<file path="src/csed_pkg.sv">
// ----------------------------------------------------------------------------
// csed_pkg
// Shared types and constants of the C string escape decoder.
// ----------------------------------------------------------------------------
package csed_pkg;

    // Result kinds.
    localparam logic [1:0] KIND_BYTE    = 2'd0;
    localparam logic [1:0] KIND_QUOTE   = 2'd1;
    localparam logic [1:0] KIND_NUL     = 2'd2;
    localparam logic [1:0] KIND_NOQUOTE = 2'd3;

    // Decoder modes.
    localparam logic [2:0] MODE_IDLE = 3'd0;
    localparam logic [2:0] MODE_BODY = 3'd1;
    localparam logic [2:0] MODE_ESC  = 3'd2;
    localparam logic [2:0] MODE_OCT  = 3'd3;
    localparam logic [2:0] MODE_HEX  = 3'd4;

    // Reset value of the length limit register.
    localparam logic [15:0] MAX_LENGTH_RESET = 16'd1500;

    // Character codes.
    localparam logic [7:0] CH_NUL    = 8'h00;
    localparam logic [7:0] CH_QUOTE  = 8'h22;
    localparam logic [7:0] CH_BSLASH = 8'h5C;
    localparam logic [7:0] CH_0      = 8'h30;
    localparam logic [7:0] CH_7      = 8'h37;
    localparam logic [7:0] CH_8      = 8'h38;
    localparam logic [7:0] CH_9      = 8'h39;
    localparam logic [7:0] CH_LA     = 8'h61;
    localparam logic [7:0] CH_LB     = 8'h62;
    localparam logic [7:0] CH_LF     = 8'h66;
    localparam logic [7:0] CH_LN     = 8'h6E;
    localparam logic [7:0] CH_LR     = 8'h72;
    localparam logic [7:0] CH_LT     = 8'h74;
    localparam logic [7:0] CH_LV     = 8'h76;
    localparam logic [7:0] CH_LX     = 8'h78;
    localparam logic [7:0] CH_UA     = 8'h41;
    localparam logic [7:0] CH_UF     = 8'h46;

    // One result item.
    typedef struct packed {
        logic [1:0]  kind;
        logic [7:0]  data;
        logic [15:0] position;
        logic        last;
    } t_result;

    // A result slot written into the output queue.
    typedef struct packed {
        logic    valid;
        t_result res;
    } t_slot;

endpackage

</file>
<file path="src/csed_in_if.sv">
// ----------------------------------------------------------------------------
// csed_in_if
// Character input channel: one source character per transfer.
// ----------------------------------------------------------------------------
interface csed_in_if;
    logic       valid;
    logic       ready;
    logic [7:0] char_in;
    logic       start_record;

    modport source (output valid, output char_in, output start_record, input ready);
    modport sink   (input valid, input char_in, input start_record, output ready);
endinterface

</file>
<file path="src/csed_out_if.sv">
// ----------------------------------------------------------------------------
// csed_out_if
// Result output channel: one decoded byte or marker per transfer.
// ----------------------------------------------------------------------------
interface csed_out_if;
    logic        valid;
    logic        ready;
    logic [1:0]  kind;
    logic [7:0]  data;
    logic [15:0] position;
    logic        last;

    modport source (output valid, output kind, output data, output position,
                    output last, input ready);
    modport sink   (input valid, input kind, input data, input position,
                    input last, output ready);
endinterface

</file>
<file path="src/csed_cfg_if.sv">
// ----------------------------------------------------------------------------
// csed_cfg_if
// Configuration write channel carrying the length limit.
// ----------------------------------------------------------------------------
interface csed_cfg_if;
    logic        valid;
    logic        ready;
    logic [15:0] data;

    modport source (output valid, output data, input ready);
    modport sink   (input valid, input data, output ready);
endinterface

</file>
<file path="src/c_string_escape_decoder.sv">
// ----------------------------------------------------------------------------
// c_string_escape_decoder
// Decodes a stream of characters holding double-quoted C string literals.
// ----------------------------------------------------------------------------
//
//  Channel  Dir  Carries                               Transfer
//  i_in     in   char_in, start_record                 valid & ready
//  o_out    out  kind, data, position, last            valid & ready
//  i_cfg    in   data (max_length)                     valid & ready
//
//  One character is taken per cycle while the queue has room. Each
//  character gives zero, one or two results, queued in a four-entry
//  output queue. The input stalls while the queue holds more than two
//  results, so the output drain rate of one result per ready cycle sets
//  the sustained rate. Reset is synchronous and active low; it empties the
//  queue, returns the decoder to idle and sets max_length to 1500. Both
//  input channels hold ready low while reset is asserted.
//
module c_string_escape_decoder #(
    parameter int COUNT_WIDTH = 16
) (
    input  logic       i_clk,
    input  logic       i_rst_n,
    csed_in_if.sink    i_in,
    csed_cfg_if.sink   i_cfg,
    csed_out_if.source o_out
);
    import csed_pkg::*;

    logic [15:0]            r_max_length;
    logic [2:0]             r_mode;
    logic [8:0]             r_escape_value;
    logic [1:0]             r_digit_count;
    logic [COUNT_WIDTH-1:0] r_byte_count;

    logic [2:0]             n_mode;
    logic [8:0]             n_escape_value;
    logic [1:0]             n_digit_count;
    logic [COUNT_WIDTH-1:0] n_byte_count;
    logic [COUNT_WIDTH-1:0] cur_count;
    t_slot                  slot0;
    t_slot                  slot1;
    logic                   room;
    logic                   take;

    assign i_cfg.ready = i_rst_n;
    assign i_in.ready  = room && i_rst_n;
    assign take        = i_in.valid && i_in.ready;

    // A new record restarts the byte numbering before this character.
    assign cur_count = i_in.start_record ? '0 : r_byte_count;

    csed_decode #(
        .COUNT_WIDTH (COUNT_WIDTH)
    ) u_decode (
        .i_mode         (r_mode),
        .i_escape_value (r_escape_value),
        .i_digit_count  (r_digit_count),
        .i_byte_count   (cur_count),
        .i_max_length   (r_max_length),
        .i_char         (i_in.char_in),
        .o_mode         (n_mode),
        .o_escape_value (n_escape_value),
        .o_digit_count  (n_digit_count),
        .o_byte_count   (n_byte_count),
        .o_slot0        (slot0),
        .o_slot1        (slot1)
    );

    csed_outq u_outq (
        .i_clk   (i_clk),
        .i_rst_n (i_rst_n),
        .i_push  (take),
        .i_slot0 (slot0),
        .i_slot1 (slot1),
        .o_room  (room),
        .o_out   (o_out)
    );

    // Decoder state advances on each input transfer.
    always_ff @(posedge i_clk) begin
        if (!i_rst_n) begin
            r_mode         <= MODE_IDLE;
            r_escape_value <= 9'd0;
            r_digit_count  <= 2'd0;
            r_byte_count   <= '0;
        end else if (take) begin
            r_mode         <= n_mode;
            r_escape_value <= n_escape_value;
            r_digit_count  <= n_digit_count;
            r_byte_count   <= n_byte_count;
        end
    end

    // Length limit register.
    always_ff @(posedge i_clk) begin
        if (!i_rst_n) begin
            r_max_length <= MAX_LENGTH_RESET;
        end else if (i_cfg.valid) begin
            r_max_length <= i_cfg.data;
        end
    end

endmodule

</file>
<file path="src/csed_decode.sv">
// ----------------------------------------------------------------------------
// csed_decode
// Combinational step of the decoder: next state and up to two results.
// ----------------------------------------------------------------------------
module csed_decode #(
    parameter int COUNT_WIDTH = 16
) (
    input  logic [2:0]             i_mode,
    input  logic [8:0]             i_escape_value,
    input  logic [1:0]             i_digit_count,
    input  logic [COUNT_WIDTH-1:0] i_byte_count,
    input  logic [15:0]            i_max_length,
    input  logic [7:0]             i_char,
    output logic [2:0]             o_mode,
    output logic [8:0]             o_escape_value,
    output logic [1:0]             o_digit_count,
    output logic [COUNT_WIDTH-1:0] o_byte_count,
    output csed_pkg::t_slot        o_slot0,
    output csed_pkg::t_slot        o_slot1
);
    import csed_pkg::*;

    localparam int CmpW = (COUNT_WIDTH > 16) ? COUNT_WIDTH : 16;

    // A candidate result before the length limit is applied.
    typedef struct packed {
        logic       valid;
        logic       is_byte;
        logic [1:0] kind;
        logic [7:0] data;
    } t_act;

    function automatic t_act act_push(input logic [1:0] kind);
        t_act a;
        a.valid   = 1'b1;
        a.is_byte = 1'b0;
        a.kind    = kind;
        a.data    = 8'd0;
        return a;
    endfunction

    function automatic t_act act_byte(input logic [7:0] value);
        t_act a;
        a.valid   = 1'b1;
        a.is_byte = 1'b1;
        a.kind    = KIND_BYTE;
        a.data    = value;
        return a;
    endfunction

    // Result of an ordinary character inside the literal.
    function automatic t_act body_act(input logic [7:0] c);
        t_act a;
        a = '0;
        if (c == CH_QUOTE) begin
            a = act_push(KIND_QUOTE);
        end else if (c == CH_NUL) begin
            a = act_push(KIND_NUL);
        end else if (c != CH_BSLASH) begin
            a = act_byte(c);
        end
        return a;
    endfunction

    function automatic logic [2:0] body_mode(input logic [7:0] c);
        logic [2:0] m;
        m = MODE_BODY;
        if (c == CH_QUOTE || c == CH_NUL) begin
            m = MODE_IDLE;
        end else if (c == CH_BSLASH) begin
            m = MODE_ESC;
        end
        return m;
    endfunction

    // Byte for a single-letter escape; other characters stand for themselves.
    function automatic logic [7:0] letter_byte(input logic [7:0] c);
        logic [7:0] b;
        case (c)
            CH_LA:   b = 8'd7;
            CH_LB:   b = 8'd8;
            CH_LF:   b = 8'd12;
            CH_LN:   b = 8'd10;
            CH_LR:   b = 8'd13;
            CH_LT:   b = 8'd9;
            CH_LV:   b = 8'd11;
            default: b = c;
        endcase
        return b;
    endfunction

    function automatic logic is_hex(input logic [7:0] c);
        return (c >= CH_0 && c <= CH_9) || (c >= CH_LA && c <= CH_LF) ||
               (c >= CH_UA && c <= CH_UF);
    endfunction

    function automatic logic [3:0] hex_val(input logic [7:0] c);
        logic [7:0] v;
        v = 8'd0;
        if (c >= CH_0 && c <= CH_9) begin
            v = c - CH_0;
        end else if (c >= CH_LA && c <= CH_LF) begin
            v = c - CH_LA + 8'd10;
        end else if (c >= CH_UA && c <= CH_UF) begin
            v = c - CH_UA + 8'd10;
        end
        return v[3:0];
    endfunction

    function automatic logic has_room(input logic [COUNT_WIDTH-1:0] cnt,
                                      input logic [15:0] limit);
        logic [CmpW-1:0] cnt_x;
        logic [CmpW-1:0] lim_x;
        cnt_x = CmpW'(cnt);
        lim_x = CmpW'(limit);
        return (cnt_x < lim_x) && (cnt != {COUNT_WIDTH{1'b1}});
    endfunction

    t_act                   a0;
    t_act                   a1;
    logic                   is_oct;
    logic [8:0]             oct_acc;
    logic [8:0]             hex_acc;
    logic                   ok0;
    logic                   ok1;
    logic                   inc0;
    logic                   inc1;
    logic [COUNT_WIDTH-1:0] cnt1;
    t_result                r0;
    t_result                r1;

    assign is_oct  = (i_char >= CH_0) && (i_char <= CH_7);
    assign oct_acc = {i_escape_value[5:0], i_char[2:0]};
    assign hex_acc = {i_escape_value[4:0], hex_val(i_char)};

    // Mode handling: candidate results and next escape state.
    always_comb begin
        a0             = '0;
        a1             = '0;
        o_mode         = i_mode;
        o_escape_value = i_escape_value;
        o_digit_count  = i_digit_count;
        case (i_mode)
            MODE_IDLE: begin
                if (i_char == CH_QUOTE) begin
                    o_mode = MODE_BODY;
                end else begin
                    a0 = act_push(KIND_NOQUOTE);
                end
            end
            MODE_BODY: begin
                a0     = body_act(i_char);
                o_mode = body_mode(i_char);
            end
            MODE_ESC: begin
                o_mode = MODE_BODY;
                if (i_char == CH_NUL) begin
                    a0     = act_push(KIND_NUL);
                    o_mode = MODE_IDLE;
                end else if (is_oct) begin
                    o_escape_value = {6'd0, i_char[2:0]};
                    o_digit_count  = 2'd1;
                    o_mode         = MODE_OCT;
                end else if (i_char == CH_8 || i_char == CH_9) begin
                    a0 = act_byte(8'd0);
                    a1 = act_byte(i_char);
                end else if (i_char == CH_LX) begin
                    o_escape_value = 9'd0;
                    o_digit_count  = 2'd0;
                    o_mode         = MODE_HEX;
                end else begin
                    a0 = act_byte(letter_byte(i_char));
                end
            end
            MODE_OCT: begin
                if (is_oct && i_digit_count != 2'd3) begin
                    if (i_digit_count == 2'd2) begin
                        a0             = act_byte(oct_acc[7:0]);
                        o_escape_value = 9'd0;
                        o_digit_count  = 2'd0;
                        o_mode         = MODE_BODY;
                    end else begin
                        o_escape_value = oct_acc;
                        o_digit_count  = i_digit_count + 2'd1;
                    end
                end else begin
                    a0             = act_byte(i_escape_value[7:0]);
                    a1             = body_act(i_char);
                    o_escape_value = 9'd0;
                    o_digit_count  = 2'd0;
                    o_mode         = body_mode(i_char);
                end
            end
            MODE_HEX: begin
                if (is_hex(i_char) && i_digit_count < 2'd2) begin
                    if (i_digit_count == 2'd1) begin
                        a0             = act_byte(hex_acc[7:0]);
                        o_escape_value = 9'd0;
                        o_digit_count  = 2'd0;
                        o_mode         = MODE_BODY;
                    end else begin
                        o_escape_value = hex_acc;
                        o_digit_count  = i_digit_count + 2'd1;
                    end
                end else begin
                    a0             = act_byte(i_escape_value[7:0]);
                    a1             = body_act(i_char);
                    o_escape_value = 9'd0;
                    o_digit_count  = 2'd0;
                    o_mode         = body_mode(i_char);
                end
            end
            default: begin
                o_mode         = MODE_IDLE;
                o_escape_value = 9'd0;
                o_digit_count  = 2'd0;
                a0             = act_push(KIND_NOQUOTE);
            end
        endcase
    end

    // Apply the length limit and number the kept bytes.
    assign ok0  = a0.valid && (!a0.is_byte || has_room(i_byte_count, i_max_length));
    assign inc0 = a0.valid && a0.is_byte && ok0;
    assign cnt1 = i_byte_count + COUNT_WIDTH'(inc0);
    assign ok1  = a1.valid && (!a1.is_byte || has_room(cnt1, i_max_length));
    assign inc1 = a1.valid && a1.is_byte && ok1;
    assign o_byte_count = cnt1 + COUNT_WIDTH'(inc1);

    // Positions carry the low 16 bits of the count, whatever its width.
    always_comb begin
        r0.kind     = a0.kind;
        r0.data     = a0.data;
        r0.position = 16'(i_byte_count);
        r0.last     = !ok1;
        r1.kind     = a1.kind;
        r1.data     = a1.data;
        r1.position = 16'(cnt1);
        r1.last     = 1'b1;
    end

    // Pack the kept results so that the first slot fills first.
    always_comb begin
        o_slot0 = '0;
        o_slot1 = '0;
        if (ok0) begin
            o_slot0.valid = 1'b1;
            o_slot0.res   = r0;
            o_slot1.valid = ok1;
            o_slot1.res   = r1;
        end else if (ok1) begin
            o_slot0.valid = 1'b1;
            o_slot0.res   = r1;
        end
    end

endmodule

</file>
<file path="src/csed_outq.sv">
// ----------------------------------------------------------------------------
// csed_outq
// Four-entry result queue: takes up to two results per cycle, sends one.
// ----------------------------------------------------------------------------
module csed_outq (
    input  logic                i_clk,
    input  logic                i_rst_n,
    input  logic                i_push,
    input  csed_pkg::t_slot     i_slot0,
    input  csed_pkg::t_slot     i_slot1,
    output logic                o_room,
    csed_out_if.source          o_out
);
    import csed_pkg::*;

    localparam int Depth = 4;

    t_result    r_q [Depth];
    t_result    n_q [Depth];
    logic [2:0] r_count;
    logic [2:0] n_count;
    logic [2:0] base;
    logic       pop;
    logic       put0;
    logic       put1;

    // Room for the worst case of two results from one transfer.
    assign o_room = (r_count <= 3'd2);

    assign pop  = o_out.valid && o_out.ready;
    assign put0 = i_push && i_slot0.valid;
    assign put1 = i_push && i_slot1.valid;
    assign base = r_count - 3'(pop);

    // Shift out the head entry and append new results behind the rest.
    always_comb begin
        for (int i = 0; i < Depth; i++) begin
            if (pop && i < Depth - 1) begin
                n_q[i] = r_q[(i + 1) % Depth];
            end else begin
                n_q[i] = r_q[i];
            end
            if (put0 && base == 3'(i)) begin
                n_q[i] = i_slot0.res;
            end
            if (put1 && base + 3'd1 == 3'(i)) begin
                n_q[i] = i_slot1.res;
            end
        end
        n_count = base + 3'(put0) + 3'(put1);
    end

    always_ff @(posedge i_clk) begin
        if (!i_rst_n) begin
            r_count <= 3'd0;
        end else begin
            r_count <= n_count;
        end
    end

    always_ff @(posedge i_clk) begin
        r_q <= n_q;
    end

    assign o_out.valid    = (r_count != 3'd0);
    assign o_out.kind     = r_q[0].kind;
    assign o_out.data     = r_q[0].data;
    assign o_out.position = r_q[0].position;
    assign o_out.last     = r_q[0].last;

endmodule

</file>
<file path="src/flat_wrapper.sv">
// flat-port wrapper written by rule: the top's interface ports become plain ports
module c_string_escape_decoder_flat import csed_pkg::*;
#(
    parameter int COUNT_WIDTH = 16
)
  (i_clk, i_rst_n, i_in_valid, i_in_char_in, i_in_start_record, i_in_ready, i_cfg_valid, i_cfg_data, i_cfg_ready, o_out_valid, o_out_kind, o_out_data, o_out_position, o_out_last, o_out_ready);
  csed_in_if i_in_i ();
  csed_cfg_if i_cfg_i ();
  csed_out_if o_out_i ();
  input  logic i_clk;
  input  logic i_rst_n;
  input wire logic [$bits(i_in_i.valid)-1:0] i_in_valid;
  input wire logic [$bits(i_in_i.char_in)-1:0] i_in_char_in;
  input wire logic [$bits(i_in_i.start_record)-1:0] i_in_start_record;
  output wire logic [$bits(i_in_i.ready)-1:0] i_in_ready;
  input wire logic [$bits(i_cfg_i.valid)-1:0] i_cfg_valid;
  input wire logic [$bits(i_cfg_i.data)-1:0] i_cfg_data;
  output wire logic [$bits(i_cfg_i.ready)-1:0] i_cfg_ready;
  output wire logic [$bits(o_out_i.valid)-1:0] o_out_valid;
  output wire logic [$bits(o_out_i.kind)-1:0] o_out_kind;
  output wire logic [$bits(o_out_i.data)-1:0] o_out_data;
  output wire logic [$bits(o_out_i.position)-1:0] o_out_position;
  output wire logic [$bits(o_out_i.last)-1:0] o_out_last;
  input wire logic [$bits(o_out_i.ready)-1:0] o_out_ready;
  assign i_in_i.valid = i_in_valid;
  assign i_in_i.char_in = i_in_char_in;
  assign i_in_i.start_record = i_in_start_record;
  assign i_in_ready = i_in_i.ready;
  assign i_cfg_i.valid = i_cfg_valid;
  assign i_cfg_i.data = i_cfg_data;
  assign i_cfg_ready = i_cfg_i.ready;
  assign o_out_valid = o_out_i.valid;
  assign o_out_kind = o_out_i.kind;
  assign o_out_data = o_out_i.data;
  assign o_out_position = o_out_i.position;
  assign o_out_last = o_out_i.last;
  assign o_out_i.ready = o_out_ready;
  c_string_escape_decoder #(.COUNT_WIDTH(COUNT_WIDTH)) u_core (.i_clk(i_clk), .i_rst_n(i_rst_n), .i_in(i_in_i), .i_cfg(i_cfg_i), .o_out(o_out_i));
endmodule
</file>
<file path="config.mk">
export PLATFORM = sky130hd
export DESIGN_NAME = c_string_escape_decoder_flat
export DESIGN_NICKNAME = d
export VERILOG_FILES = /design/src/csed_pkg.sv /design/src/csed_in_if.sv /design/src/csed_out_if.sv /design/src/csed_cfg_if.sv /design/src/c_string_escape_decoder.sv /design/src/csed_decode.sv /design/src/csed_outq.sv /design/src/flat_wrapper.sv
export SDC_FILE = /design/constraint.sdc
export NUM_CORES = 1
export LEC_CHECK = 0
export BUFFER_PORTS_ARGS = -buffer_cell sky130_fd_sc_hd__buf_2
export CAP_MARGIN = 15
export CORE_MARGIN = 2
export CORE_UTILIZATION = 59
export CTS_CLUSTER_DIAMETER = 30
export DETAILED_ROUTE_END_ITERATION = 10
export GPL_TIMING_DRIVEN = 0
export HOLD_SLACK_MARGIN = 0.15
export PLACE_DENSITY = 0.8
export SYNTH_ARGS = -nofsm -noshare
export SYNTH_HDL_FRONTEND = slang
export SYNTH_SLANG_ARGS = --single-unit
</file>
<file path="constraint.sdc">
create_clock -name i_clk -period 15 [get_ports i_clk]
set_clock_uncertainty 0.1 [all_clocks]
set_input_delay 0.75 -clock i_clk [delete_from_list [all_inputs] [get_ports i_clk]]
set_output_delay 0.75 -clock i_clk [all_outputs]
set_load 0.005 [all_outputs]
</file>
==> summary.txt <==
Floorplanning
  – Die area: about 0.019 sq mm
  – Num rows: between 40 and 50
  – Starting Density: 0.605
  – Io pins: 60
  – DIE WIDTH: approximately 140 um
  – Total core area: 0.0173 sq mm
  – Die Y: 137 um

Place
  – Post-Place Cells: approximately 1500
  – Buffers on Ports: 56
  – HPWL after DPL: between 20000 and 25000 um
  – Gpl congestion: 0.965

GRT
  – Pin count of the biggest net entering global routing: 28
  – Vias in the first global route: approximately 9000
  – Total track usage: 0.339
  – Initial antenna violation count: 0
  – First-pass GRT wire length: 48600 um
  – Overflow after GRT: 0

Clock network
  – Clock Path Buffers: 2
  – CTS H-tree depth: 4
  – Total clock sinks: 156
  – Cts repair resizes: 0
  – Clk_lat worst skew: between 400 and 500 ps
  – CTS tree: done
  – Root Driver: clkbuf_16
  – CTS clk-pin slew, worst paths: roughly 70 ps
  – TritonCTS buffer count: 17
  – Post-CTS setup buffers: 0
  – Hold_buf cts: 0

STA
  – Fmax: approximately 89 MHz
  – Max_slew headroom: 0.208
  – Final setup violating endpoints: 0
  – Min cycle time layout: roughly 11000 ps
  – Final Hold Viols: 0
  – Final sum of negative setup slack: 0 ps
  – Final period util: 0.752
  – Slew Limit Fails: 0
  – Worst-margin pin slew: roughly 1200 ps
  – RSZ-0062 raised after global routing: false

Logic synthesis
  – Post-synth cell types: 76
  – Synth Cell Area: 0.0105 sq mm
  – Post-Syn Nets: approximately 1300
  – Mapped Cells: roughly 1200
  – Top-count cell post-synth: nand2_1
  – Synth top area share: 0.310
  – Yosys reg bits: between 150 and 200
  – Async SR Flop Fraction: 0
  – Leading area contributor after synthesis: edfxtp_1
  – Ys Warns: 0
  – Synth Area per Inst: slightly below 9 sq um
  – Dominant cells by area after synthesis: edfxtp_1 (31%), dfxtp_1 (9.2%), o21ai_0 (5.8%), ha_1 (5.3%), nand2_1 (4.5%)
  – Post-synth EDFFs: 108
  – Synth cell count leaders: nand2_1 (126), nor2_1 (122), o21ai_0 (122), edfxtp_1 (108), clkbuf_1 (64)
  – Main flop type after synthesis: edfxtp_1
  – Sequential fraction of the synthesis area: 0.402

Layout
  – Fill count: 1456
  – P&R area growth vs syn: 11.2%
  – Post-route insts no fill: approximately 1500
  – N_diodes: 0
  – Share of cells above drive strength 1: 0.113
  – Post-layout nets: 1361

Route
  – DR pass1 iterations: 7
  – Total Wirelength: slightly above 30000 um
  – Vias: ~10000
  – Initial DRC Count: 1503
  – Final ANT Viol Nets: 0
  – Via-per-instance ratio: 6.56
  – Mean routed wirelength per cell: 20.3 um
  – Residual DRC: 0

Setup path
  – CP Data Required Time: roughly 15000 ps
  – Worst path max stage delay: approximately 840 ps
  – CP max FO: 27
  – Most used cell, CP: ha_1
  – Worst setup EP type: flop
  – CP Class: primary input to flop
  – CP Launch Type: primary input
  – Slowest-stage cell, CP: nand2_1
  – Crit path DAT: around 11000 ps

Pwr
  – Leakage: ~0.0045 uW
  – VDD IR-drop max: roughly 110 uV
  – Power per Cell Area: between 100 and 150 mW/mm^2

Worst hold path
  – Hold Path Class: flop to flop

Outcome
  – Status: completed

Run
  – Max-Cap Viols: 0
-- logic make-up after synthesis --
logic type	synth area share
muxes	0.0134
AOI/OAI and AO/OA	0.257
DFF	0.402
and+or+nand+nor	0.178
buffers and inverters	0.0744
xor gates and xnor gates	0.0201
adders and majority gates	0.0546
-- cells in the final DEF, fill, tap and decap left out, types with 5 or more instances in the layout --
cell type / synthesis / routed
o22ai_1: 49 / 49
a221oi_1: 28 / 28
nor2b_1: 11 / 11
inv_1: 57 / 57
a211oi_1: 22 / 22
or4_1: 5 / 5
a2111oi_0: 5 / 5
mux2i_1: 14 / 14
a21o_1: 17 / 17
o21a_1: 5 / 5
edfxtp_1: 108 / 108
xnor2_1: 20 / 20
nor4_1: 9 / 9
ha_1: 44 / 44
a221o_1: 14 / 14
buf_2: 11 / 67
nor3_1: 18 / 18
nand2b_1: 19 / 19
a22oi_1: 17 / 17
nor2_1: 122 / 122
a222oi_1: 8 / 8
o211ai_1: 11 / 11
and3_1: 6 / 6
buf_4: 28 / 28
a21oi_1: 60 / 60
o21ai_0: 122 / 121
or3_1: 11 / 11
nand3_1: 26 / 26
nand4_1: 11 / 11
dfxtp_1: 48 / 48
a31oi_1: 9 / 9
nand2_1: 126 / 126
clkbuf_1: 64 / 66
clkbuf_16: 0 / 17
and2_1: 10 / 10
-- critical path, delay by kind of cell --
family	cells	cell delay [ps]
AO/OA/AOI/OAI	9	2900
adder cells (fa/ha/maj)	5	1420
buffers and inverters	9	2120
multiplexers	1	780
AND/OR/NAND/NOR	9	3220
-- routing by layer --
| layer | share of wire | vias up | GRT usage |
|---|---|---|---|
| met5 | 0 | - | 0 |
| met4 | 0.036 | 0 | 0.152 |
| met3 | 0.11 | 86 | 0.0652 |
| met2 | 0.43 | 680 | 0.504 |
| met1 | 0.42 | 4571 | 0.478 |
| li1 | - | 4665 | - |
-- layout make-up --
| class | instances | area, sq um | share of cell area |
|---|---|---|---|
| Buffer | 109 | 551 | 0.0474 |
| Clock buffer | 19 | 433 | 0.0372 |
| Clock inverter | 13 | 133 | 0.0114 |
| Inverter | 60 | 228 | 0.0196 |
| Multi-Input combinational cell | 884 | 5480 | 0.471 |
| Sequential cell | 156 | 4200 | 0.362 |
| Tap cell | 225 | 282 | 0.0242 |
| Timing Repair Buffer | 58 | 315 | 0.0271 |
-- stage by stage --
step | power (uW) | area (sq um) | hold WS [ps] | utilization | setup slack, ps
2_1_floorplan | 1000 | 10500 | 332 | - | 5860
4_1_cts | 1550 | 11600 | 379 | 0.672 | 4030
5_1_grt | 1650 | 11600 | 402 | 0.672 | 3310
6_report | 1570 | 11600 | 388 | 0.672 | 3720
3_3_place_gp | 1120 | 11000 | 342 | 0.637 | 3000
3_5_place_dp | 1140 | 11100 | 365 | 0.639 | 3590
-- path summary, 6_finish.rpt --
| check | start | endpoint | slack, ps | cells past startpoint |
|---|---|---|---|---|
| setup reg to reg | u_core.r_byte_count[3]$_SDFFE_PN0P_ | u_core.u_outq.o_out.position[9]$_DFFE_PP_ | 4700 | 33 |
| hold reg to reg | u_core.r_byte_count[10]$_SDFFE_PN0P_ | u_core.r_byte_count[10]$_SDFFE_PN0P_ | 390 | 2 |
| setup / recovery | i_in_char_in[0] | u_core.u_outq.o_out.position[9]$_DFFE_PP_ | 3720 | 33 |
| hold / removal | u_core.r_byte_count[10]$_SDFFE_PN0P_ | u_core.r_byte_count[10]$_SDFFE_PN0P_ | 390 | 2 |
-- report_power, final --
group	internal, uW	switching [uW]
clock	233	192
sequential	639	27.6
combinational	188	286
-- state kept, by name, indices dropped and copies added (netlist names) --
name	count
u_core.u_outq.r_q	81
u_core.r_byte_count	16
u_core.r_max_length	16
u_core.u_outq.o_out.position	16
u_core.r_escape_value	8
u_core.u_outq.o_out.data	8
u_core.r_mode	3
u_core.u_outq.r_count	3
u_core.r_digit_count	2
u_core.u_outq.o_out.kind	2
u_core.u_outq.o_out.last	1
No activity file was read; power rests on OpenSTA's default activity.
